--- src/sv/sap_pkg.sv ---
// ----------------------------------------------------------------------------
// sap_pkg
// Types and codes shared by the sensor advertisement object parser.
// ----------------------------------------------------------------------------
package sap_pkg;

  // parse phase codes
  localparam logic [2:0] PH_HEADER = 3'd0;
  localparam logic [2:0] PH_ID     = 3'd1;
  localparam logic [2:0] PH_VAL0   = 3'd2;
  localparam logic [2:0] PH_VAL1   = 3'd3;
  localparam logic [2:0] PH_HALT   = 3'd4;

  // object ids
  localparam logic [7:0] ID_PACKET      = 8'h00;
  localparam logic [7:0] ID_BATTERY     = 8'h01;
  localparam logic [7:0] ID_TEMP_CENTI  = 8'h02;
  localparam logic [7:0] ID_HUMID_CENTI = 8'h03;
  localparam logic [7:0] ID_VOLT        = 8'h0C;
  localparam logic [7:0] ID_HUMID_PCT   = 8'h2E;
  localparam logic [7:0] ID_TEMP_DECI   = 8'h45;

  // device info byte
  localparam logic [2:0] HDR_VERSION = 3'd2;

  // seen flag bit positions
  localparam int unsigned SEEN_PKT = 0;
  localparam int unsigned SEEN_BAT = 1;
  localparam int unsigned SEEN_TMP = 2;
  localparam int unsigned SEEN_HUM = 3;
  localparam int unsigned SEEN_VLT = 4;

  typedef struct packed {
    logic [7:0] byte_value;
    logic       last_byte;
  } byte_beat_t;

  typedef struct packed {
    logic               frame_valid;
    logic               frame_complete;
    logic [7:0]         packet_number;
    logic               has_packet_number;
    logic [7:0]         battery_percent;
    logic               has_battery;
    logic signed [19:0] temp_centideg;
    logic               has_temp;
    logic [15:0]        humid_centipct;
    logic               has_humid;
    logic [15:0]        volt_millivolts;
    logic               has_volt;
  } result_beat_t;

  typedef struct packed {
    logic [2:0]         phase;
    logic [7:0]         pending_id;
    logic [7:0]         low_value_byte;
    logic [7:0]         packet_store;
    logic [7:0]         battery_store;
    logic signed [19:0] temp_store;
    logic [15:0]        humid_store;
    logic [15:0]        volt_store;
    logic [4:0]         seen_flags;
    logic               header_ok;
  } parse_state_t;

endpackage

--- src/sv/sap_step.sv ---
// ----------------------------------------------------------------------------
// sap_step
// Next parse state and frame summary for one payload byte.
// ----------------------------------------------------------------------------
module sap_step import sap_pkg::*; (
  input  parse_state_t state_i,
  input  byte_beat_t   beat_i,
  output parse_state_t state_o,
  output result_beat_t result_o
);

  function automatic logic [1:0] obj_len(input logic [7:0] id);
    logic [1:0] len;
    unique case (id)
      ID_PACKET, ID_BATTERY, ID_HUMID_PCT: len = 2'd1;
      ID_TEMP_CENTI, ID_HUMID_CENTI, ID_VOLT, ID_TEMP_DECI: len = 2'd2;
      default: len = 2'd0;
    endcase
    return len;
  endfunction

  parse_state_t       s;
  logic               apply_en;
  logic [15:0]        apply_val;
  logic signed [19:0] temp_x1;
  logic signed [19:0] temp_x10;
  logic [15:0]        humid_pct;

  assign temp_x1   = signed'({{4{apply_val[15]}}, apply_val});
  assign temp_x10  = (temp_x1 <<< 3) + (temp_x1 <<< 1);
  assign humid_pct = {8'd0, apply_val[7:0]} * 16'd100;

  always_comb begin
    s         = state_i;
    apply_en  = 1'b0;
    apply_val = {8'd0, beat_i.byte_value};

    unique case (state_i.phase)
      PH_HEADER: begin
        if (!beat_i.byte_value[0] && beat_i.byte_value[7:5] == HDR_VERSION) begin
          s.header_ok = 1'b1;
          s.phase     = PH_ID;
        end else begin
          s.header_ok = 1'b0;
          s.phase     = PH_HALT;
        end
      end
      PH_ID: begin
        if (obj_len(beat_i.byte_value) == 2'd0) begin
          s.phase = PH_HALT;
        end else begin
          s.pending_id = beat_i.byte_value;
          s.phase      = PH_VAL0;
        end
      end
      PH_VAL0: begin
        if (obj_len(state_i.pending_id) == 2'd1) begin
          apply_en = 1'b1;
          s.phase  = PH_ID;
        end else begin
          s.low_value_byte = beat_i.byte_value;
          s.phase          = PH_VAL1;
        end
      end
      PH_VAL1: begin
        apply_en  = 1'b1;
        apply_val = {beat_i.byte_value, state_i.low_value_byte};
        s.phase   = PH_ID;
      end
      default: ;
    endcase

    if (apply_en) begin
      unique case (state_i.pending_id)
        ID_PACKET: begin
          s.packet_store         = apply_val[7:0];
          s.seen_flags[SEEN_PKT] = 1'b1;
        end
        ID_BATTERY: begin
          s.battery_store        = apply_val[7:0];
          s.seen_flags[SEEN_BAT] = 1'b1;
        end
        ID_HUMID_PCT: begin
          if (!state_i.seen_flags[SEEN_HUM]) begin
            s.humid_store          = humid_pct;
            s.seen_flags[SEEN_HUM] = 1'b1;
          end
        end
        ID_HUMID_CENTI: begin
          if (!state_i.seen_flags[SEEN_HUM]) begin
            s.humid_store          = apply_val;
            s.seen_flags[SEEN_HUM] = 1'b1;
          end
        end
        ID_TEMP_CENTI: begin
          if (!state_i.seen_flags[SEEN_TMP]) begin
            s.temp_store           = temp_x1;
            s.seen_flags[SEEN_TMP] = 1'b1;
          end
        end
        ID_TEMP_DECI: begin
          if (!state_i.seen_flags[SEEN_TMP]) begin
            s.temp_store           = temp_x10;
            s.seen_flags[SEEN_TMP] = 1'b1;
          end
        end
        ID_VOLT: begin
          if (!state_i.seen_flags[SEEN_VLT]) begin
            s.volt_store           = apply_val;
            s.seen_flags[SEEN_VLT] = 1'b1;
          end
        end
        default: ;
      endcase
    end
  end

  always_comb begin
    result_o.frame_valid       = s.header_ok;
    result_o.frame_complete    = s.header_ok && (s.phase == PH_ID);
    result_o.packet_number     = s.packet_store;
    result_o.has_packet_number = s.seen_flags[SEEN_PKT];
    result_o.battery_percent   = s.battery_store;
    result_o.has_battery       = s.seen_flags[SEEN_BAT];
    result_o.temp_centideg     = s.temp_store;
    result_o.has_temp          = s.seen_flags[SEEN_TMP];
    result_o.humid_centipct    = s.humid_store;
    result_o.has_humid         = s.seen_flags[SEEN_HUM];
    result_o.volt_millivolts   = s.volt_store;
    result_o.has_volt          = s.seen_flags[SEEN_VLT];
  end

  // frame end returns to the header phase with cleared stores
  assign state_o = beat_i.last_byte ? '0 : s;

endmodule

--- config.mk ---
export PLATFORM = sky130hd
export DESIGN_NAME = sap_step
export DESIGN_NICKNAME = d
export VERILOG_FILES = /design/src/sv/sap_pkg.sv /design/src/sv/sap_step.sv
export SDC_FILE = /design/constraint.sdc
export NUM_CORES = 1
export LEC_CHECK = 0
export BUFFER_PORTS_ARGS = -buffer_cell sky130_fd_sc_hd__buf_2
export CELL_PAD_IN_SITES_DETAIL_PLACEMENT = 2
export CELL_PAD_IN_SITES_GLOBAL_PLACEMENT = 2
export CORE_UTILIZATION = 21
export DETAILED_ROUTE_END_ITERATION = 6
export GPL_ROUTABILITY_DRIVEN = 0
export PLACE_DENSITY_LB_ADDON = 0.12
export SETUP_SLACK_MARGIN = 0.4
export SLEW_MARGIN = 20
export SYNTH_ARGS = -nofsm -noshare
export SYNTH_HDL_FRONTEND = slang
export SYNTH_SLANG_ARGS = --single-unit
--- constraint.sdc ---
create_clock -name vclk -period 5.21
set_input_delay 0.521 -clock vclk [all_inputs]
set_output_delay 0.521 -clock vclk [all_outputs]
set_load 0.1 [all_outputs]
==> results.cfg, run 1 <==
[final_layout]
clkbuf_count = 0
drive_above_1_share_pct = 49.89
regArea_um2 = 0
post-route-cell-area_um2 = 7124
seq_cells = 0
syn_to_final_growth_pct = 77.66
final_nets = 1063
final_cells = 1148

[logic_synthesis]
ys_warn_count = 0
ys_top_cells_by_area = ha_1 13%, nor2b_1 9.5%, mux2i_1 7.2%
ys_seq_area_share_pct = 0
synth_top_cell_area_share_pct = 13.42
syn-mean-instance-area_um2 = 6.355
syn_nets = 780
synthesis.area_um2 = 4010
synth_fa_ha_area_share_pct = 15.41
yosysUniqueCellTypes = 72
syn-instance-count = 631
synth_common_cells = 76 x nor2_1, 73 x nand2_1, 61 x nor2b_1
muxShareOfSynthArea_pct = 8.144
synth.most_common_cell = nor2_1
synth-simple-area-share_pct = 37.10
synthXorXnorAreaFrac_pct = 2.184
yosys.area.top_type = ha_1
synth_top_family_by_area = simple AND/OR/NAND/NOR gates
synth_compound_area_share_pct = 29.98

[global_route]
grt_pass1_vias = 6359
grt-ovfl-total = 0
grt_pass1_wl_um = 38720
grt_max_degree = 65
antenna_found_initial = 2
grtUsageTotal_pct = 25.44

[routing]
drc = 0
post_drt_wl_per_cell_um = 22.88
dr.pass1.iters = 4
vias = 6027
via_per_inst = 5.250
final_antenna_net_count = 0
drt_iter0_drc = 255
drt-total-wl_um = 26260

[place]
place.detailed.hpwl_um = 21690
dp.cells = 1126
placed_cell_area_um2 = 6756
post-place-ws_ps = 31.03
port-buffer-count = 270

[power_and_ir_drop]
p_leak_nw = 3.433
irDropWorstVdd_uv = 86.55
p_per_area_nw_per_um2 = 179.3
power_mw = 1.278

[sta]
finalCriticalPeriod_ps = 4952
rsz0062_at_grt = yes
fin_crit_sh_pct = 95.05
worst_pin_slew_ps = 914.7
slew_headroom_pct = 39.02
fin_ws_ps = 258.1
setup_viol = 0
max_freq_ghz = 0.2019
finalMaxSlewViolations = 0
hold_viol_final = 0
whs_ps = 1454

[floorplanning]
num_io_pins = 270
die_y_um = 140.2
core_um2 = 18710
die_area_um2 = 19650
die_x_um = 140.2
start_util_pct = 21.44
num_rows = 50

[critical_path]
crit_type = input pin to output port
cp.required_ps = 4690
crit_slowest_cell = fa_1
cp_common_cell = ha_4
timing.critical_path.fanout_max = 5
crit_path_max_incr_delay_ps = 520
crit_buf_inv = 6
cp.arrival_ps = 4430
worstSetupEndpointType = output port
crit_family = adder cells
path_cells = buf_6, and3b_2, buf_12, mux2i_4, inv_1, ha_4, ha_4, inv_2, fa_1, inv_2, ha_4, nor2b_4, o21ai_2, nand2b_1, a311oi_2, xnor2_1, nand2_2, a311oi_4, buf_12
start_kind = input pin

[hold_path]
whs_path_depth = 3
hp-class = input pin to output port
min_to = result_o[28]
hold_start = state_i[32]

[job]
drv_cap = 0

[outcome]
status = completed

[clocking]
postCtsHoldBufs = 0
-- repair_timing --
item / 4_1_cts / 5_1_grt
gates resized for setup: 26 / 16
setup buffers: 10 / 10
pin swaps: 11 / 16
setup endpoints to repair: 8 / 11
-- worst min-delay path, delay by kind of cell --
family	cells	cell delay, ps
buf+inv	2	250
compound gates	1	150
-- layout make-up --
class / count / area, um2
fillers: 2185 / 11580
multi-input cells: 561 / 4347
repair buffers: 316 / 2335
well taps: 234 / 292.8
inverters: 35 / 145.1
diodes: 2 / 5.005
-- placed cells by master, fill, tap and decap left out, types with 22 or more instances in the layout --
master / n
buf_2: 229
nor2_1: 75
nand2_1: 71
buf_12: 41
buf_4: 40
ha_1: 34
a21oi_2: 28
nor2b_1: 28
inv_1: 25
nor2b_2: 23
mux2i_1: 22
-- power breakdown --
group | internal (mW) | leakage (nW) | switching, mW
logic | 0.380 | 3.43 | 0.897
registers | 0 | 0 | 0
clock network | 0.0000000516 | 0.0000127 | 0
total | 0.380 | 3.43 | 0.897
-- per-stage QoR --
step                      utilization, %  TNS, ps
final                              38.09        0
after global routing               38.09        0
after CTS                          37.20        0
after detailed placement           36.12        0
after global placement             36.12        0
after floorplan                        -    -1197
-- metal layers --
metal,global-route usage (%),vias to the layer above,part of all wire (%)
li1,-,2837,-
met1,34.52,3021,45
met2,44.97,157,50
met3,1.436,12,3.8
met4,3.644,0,0.89
met5,0,-,0
-- cells by family after synthesis --
group | after synthesis
AOI/OAI and AO/OA | 181
xor gates and xnor gates | 10
adders and majority gates | 47
buffers and inverters | 70
muxes | 32
and+or+nand+nor | 291
-- worst max-delay path by stage --
| stage | start | endpoint | depth (start not counted) |
|---|---|---|---|
| 2_1_floorplan | state_i[86] | state_o[59] | 5 |
| 3_3_place_gp | state_i[92] | result_o[32] | 19 |
| 3_5_place_dp | state_i[92] | result_o[32] | 19 |
| 4_1_cts | state_i[92] | state_o[34] | 20 |
| 5_1_grt | state_i[92] | result_o[29] | 19 |
| 6_report | state_i[92] | state_o[34] | 19 |
(Power assumes the default switching activity.)
==> inputs of run 2 (changes only) <==
- ABC_AREA: default -> 1
- CORE_UTILIZATION: 21 -> 20
==> results.cfg, run 2 <==
[logic_synthesis]
yosysUniqueCellTypes = 50
ys_top_cells_by_area = nand2_1 16%, ha_1 13%, inv_1 12%
synth.most_common_cell = nand2_1
ys_warn_count = 0
synthXorXnorAreaFrac_pct = 1.020
synth_fa_ha_area_share_pct = 14.40
syn-mean-instance-area_um2 = 5.266
syn_nets = 964
synth_top_family_by_area = simple AND/OR/NAND/NOR gates
ys_seq_area_share_pct = 0
syn-instance-count = 815
synth_top_cell_area_share_pct = 16.36
yosys.area.top_type = nand2_1
synthesis.area_um2 = 4292
synth_common_cells = 187 x nand2_1, 140 x inv_1, 101 x a21oi_1
synth-simple-area-share_pct = 37.46
synth_compound_area_share_pct = 30.12
muxShareOfSynthArea_pct = 0

[global_route]
grt_pass1_wl_um = 39570
grt_pass1_vias = 6901
grt_max_degree = 45
grt-ovfl-total = 0
antenna_found_initial = 1
grtUsageTotal_pct = 23.06

[final_layout]
final_cell_mix = 258 x buf_2, 177 x nand2_1, 138 x inv_1
n_antenna_cell = 0
final_nets = 1227
seq_cells = 0
syn_to_final_growth_pct = 49.24
final_common_cell = buf_2
drive_above_1_share_pct = 36.15
regArea_um2 = 0
clkbuf_count = 0
final_cells = 1351

[critical_path]
crit_path_max_incr_delay_ps = 470
start_kind = input pin
cp.required_ps = 4690
crit_type = input pin to output port
path_cells = buf_4, clkinvlp_4, nand3_4, o21ai_4, buf_6, ha_2, ha_1, ha_1, inv_1, fa_1, nand3b_1, nand2_2, nand2_2, nand2_1, a21oi_2, nor2_1, o21ai_1, nand2_1, or2_2, nand3_2, nand2_1, nand2_2, a21oi_4, buf_12
crit_slowest_cell = fa_1
cp.arrival_ps = 4180
worstSetupEndpointType = output port
timing.critical_path.fanout_max = 6

[job]
drv_cap = 0

[routing]
via_per_inst = 4.741
post_drt_wl_per_cell_um = 19.37
drt_iter0_drc = 194
final_antenna_net_count = 0
drt-total-wl_um = 26170
dr.pass1.iters = 4
drc = 0
vias = 6405

[sta]
max_freq_ghz = 0.2128
hold_viol_final = 0
slew_headroom_pct = 34.88
setup_viol = 0
fin_crit_sh_pct = 90.21
finalMaxSlewViolations = 0
worst_pin_slew_ps = 975.8
rsz0062_at_grt = yes
finalCriticalPeriod_ps = 4700

[floorplanning]
die_y_um = 148.5
start_util_pct = 20.42
core_um2 = 21020
die_x_um = 148.5
num_rows = 53
die_area_um2 = 22050
num_io_pins = 270

[hold_path]
hold_start = state_i[31]
min_to = state_o[31]
hp-class = input pin to output port
whs_path_depth = 4

[place]
dp.cells = 1343
place.detailed.hpwl_um = 22000
port-buffer-count = 270

[clocking]
postCtsHoldBufs = 0

[power_and_ir_drop]
power_mw = 1.111
p_leak_nw = 3.661
irDropWorstVdd_uv = 59.98
p_per_area_nw_per_um2 = 173.5

[outcome]
status = completed
-- run 2: cell types whose count changed in the layout (fill, tap and decap cells not counted), moves of 23 or more --
cell     before  now
buf_2       229  258
buf_12       41    7
a21oi_1      20   88
nand2_1      71  177
o21ai_0      19   59
nor2b_2      23    0
inv_1        25  138
nor2b_1      28    0
-- run 2: cell type report --
type	count	area (um2)
inverter	149	568.0
tap	275	344.1
multi-input combinational	635	3847
fill	2757	14620
timing repair buffer	292	1645
-- run 2: where the power goes --
part | leakage, nW | switching (mW) | internal [mW]
Combinational | 3.66 | 0.860 | 0.252
Sequential | 0 | 0 | 0
Clock | 0 | 0 | 0
-- run 2: worst max path at each step --
stage,from,to,slack (ps)
detailed placement,state_i[92],state_o[35],-30
global route,state_i[92],result_o[29],290
finish,state_i[92],state_o[36],510
floorplan,state_i[92],state_o[36],330
CTS,state_i[92],state_o[36],450
global placement,state_i[92],state_o[35],120
-- run 2: per-layer routing --
metal / global-route usage (%) / routed length (um)
met2: 42.90 / 13290
met1: 29.50 / 11730
met4: 3.402 / 450
met5: 0 / 13
met3: 1.166 / 684
-- run 2: what timing repair did --
item | in CTS | in global routing
setup buffers | 5 | 2
pin swaps | 1 | 18
resized for setup | 16 | 33
cloned | 1 | 0
setup endpoints to repair | 7 | 9
-- run 2: cell families after synthesis --
logic type      count (synthesis)
simple gates                  359
fa+ha+maj                      47
compound gates                223
xor+xnor                        5
buf+inv                       181
-- run 2: per-stage QoR --
step | setup TNS, ps | cell area, um2 | utilization [%] | hold WS [ps] | setup slack (ps)
final | 0 | 6405 | 30.47 | 1487 | 509.9
after global routing | 0 | 6405 | 30.47 | 1501 | 293.5
after CTS | 0 | 6256 | 29.76 | 1493 | 447.8
after detailed placement | -25.22 | 6133 | 29.18 | 1493 | -25.22
after global placement | 0 | 6133 | 29.18 | 1457 | 118.0
after floorplan | 0 | 4439 | - | 1302 | 333.9
-- run 2: critical path: cells and delay by family --
| kind | cells | cell delay (ps) |
|---|---|---|
| fa+ha+maj | 4 | 1330 |
| simple gates | 11 | 1120 |
| buf+inv | 5 | 630 |
| compound gates | 4 | 590 |
==> inputs of run 3 (changes only) <==
==> constraint.sdc (replaced) <==
create_clock -name vclk -period 5.21
set_input_delay 1.563 -clock vclk [all_inputs]
set_output_delay 1.563 -clock vclk [all_outputs]
set_load 0.1 [all_outputs]
==> results.cfg, run 3 <==
[outcome]
status = aborted with a tool error
haltStage = 3_5_place_dp
firstError = [ERROR DPL-0033] detailed placement checks failed during check placement.

[logic_synthesis]
ys_seq_area_share_pct = 0
synth.most_common_cell = nand2_1
ys_top_cells_by_area = nand2_1 16%, ha_1 13%, inv_1 12%
synth_top_cell_area_share_pct = 16.36
syn-instance-count = 815
syn-mean-instance-area_um2 = 5.266
yosysUniqueCellTypes = 50
yosys.area.top_type = nand2_1
synth_common_cells = 187 x nand2_1, 140 x inv_1, 101 x a21oi_1
synthesis.area_um2 = 4292
ys_warn_count = 0
syn_nets = 964

[floorplanning]
num_io_pins = 270
die_y_um = 148.5
die_x_um = 148.5
start_util_pct = 20.42
num_rows = 53

[place]
port-buffer-count = 270
place.detailed.hpwl_um = 34040
==> run 3: kinds of logic after synthesis <==
| logic type | synth area share [%] |
|---|---|
| and+or+nand+nor | 37.46 |
| buffers and inverters | 17.00 |
| xor gates and xnor gates | 1.020 |
| AOI/OAI and AO/OA | 30.12 |
| adders and majority gates | 14.40 |
==> run 3: metrics by stage <==
step | setup TNS [ps] | std cells | hold slack, ps | area, um2
after global placement | -40720 | 1509 | 3525 | 11580
after floorplan | -32800 | 815 | 3364 | 6365
==> inputs of run 4 (changes only) <==
- CELL_PAD_IN_SITES_DETAIL_PLACEMENT: 2 -> default
- CELL_PAD_IN_SITES_GLOBAL_PLACEMENT: 2 -> default
- CORE_UTILIZATION: 20 -> 35
- PLACE_DENSITY_LB_ADDON: 0.12 -> 0.15
- SETUP_SLACK_MARGIN: 0.4 -> default
==> results.cfg, run 4 <==
[outcome]
status = aborted with a tool error
haltStage = 5_1_grt
firstError = [ERROR GRT-0116] Global routing finished with congestion. Check the congestion regions in the DRC Viewer.

[place]
place.detailed.hpwl_um = 23390
placed_cell_area_um2 = 10570
port-buffer-count = 270
post-place-ws_ps = -1698

[global_route]
grt-ovfl-total = 2
grt_pass1_wl_um = 56810
grt_max_degree = 44
grt_pass1_vias = 10170
grtUsageTotal_pct = 58.57

[logic_synthesis]
ys_seq_area_share_pct = 0
yosysUniqueCellTypes = 50
yosys.area.top_type = nand2_1
syn-instance-count = 815
synth_top_cell_area_share_pct = 16.36
synth_common_cells = 187 x nand2_1, 140 x inv_1, 101 x a21oi_1
syn_nets = 964
synth.most_common_cell = nand2_1
ys_top_cells_by_area = nand2_1 16%, ha_1 13%, inv_1 12%
ys_warn_count = 0
synthesis.area_um2 = 4292
syn-mean-instance-area_um2 = 5.266

[floorplanning]
start_util_pct = 35.88
num_rows = 40
die_x_um = 112.7
num_io_pins = 270
die_y_um = 112.7
[run 4: cell counts after synthesis]
Identical to the previous run, type by type.
[run 4: per-stage QoR]
stage | std cells | hold slack (ps)
3_5_place_dp | 1371 | 3472
3_3_place_gp | 1371 | 3469
2_1_floorplan | 815 | 3364
4_1_cts | 1392 | 3475
[run 4: layer usage]
layer  GRT overflow  GRT usage, %
met2              1         88.77
met5              0         3.137
met4              1         62.58
met3              0         35.19
met1              0         51.99
[run 4: what timing repair did]
item	CTS
hold buffers	0
pin swaps	41
cloned	1
setup buffers	22
resized for setup	79
setup endpoints to repair	54
[run 4: logic make-up after synthesis]
logic type	count (synthesis)	synth area share, %
AO/OA/AOI/OAI	223	30.12
XOR/XNOR	5	1.020
adder cells (fa/ha/maj)	47	14.40
buffers and inverters	181	17.00
AND/OR/NAND/NOR	359	37.46
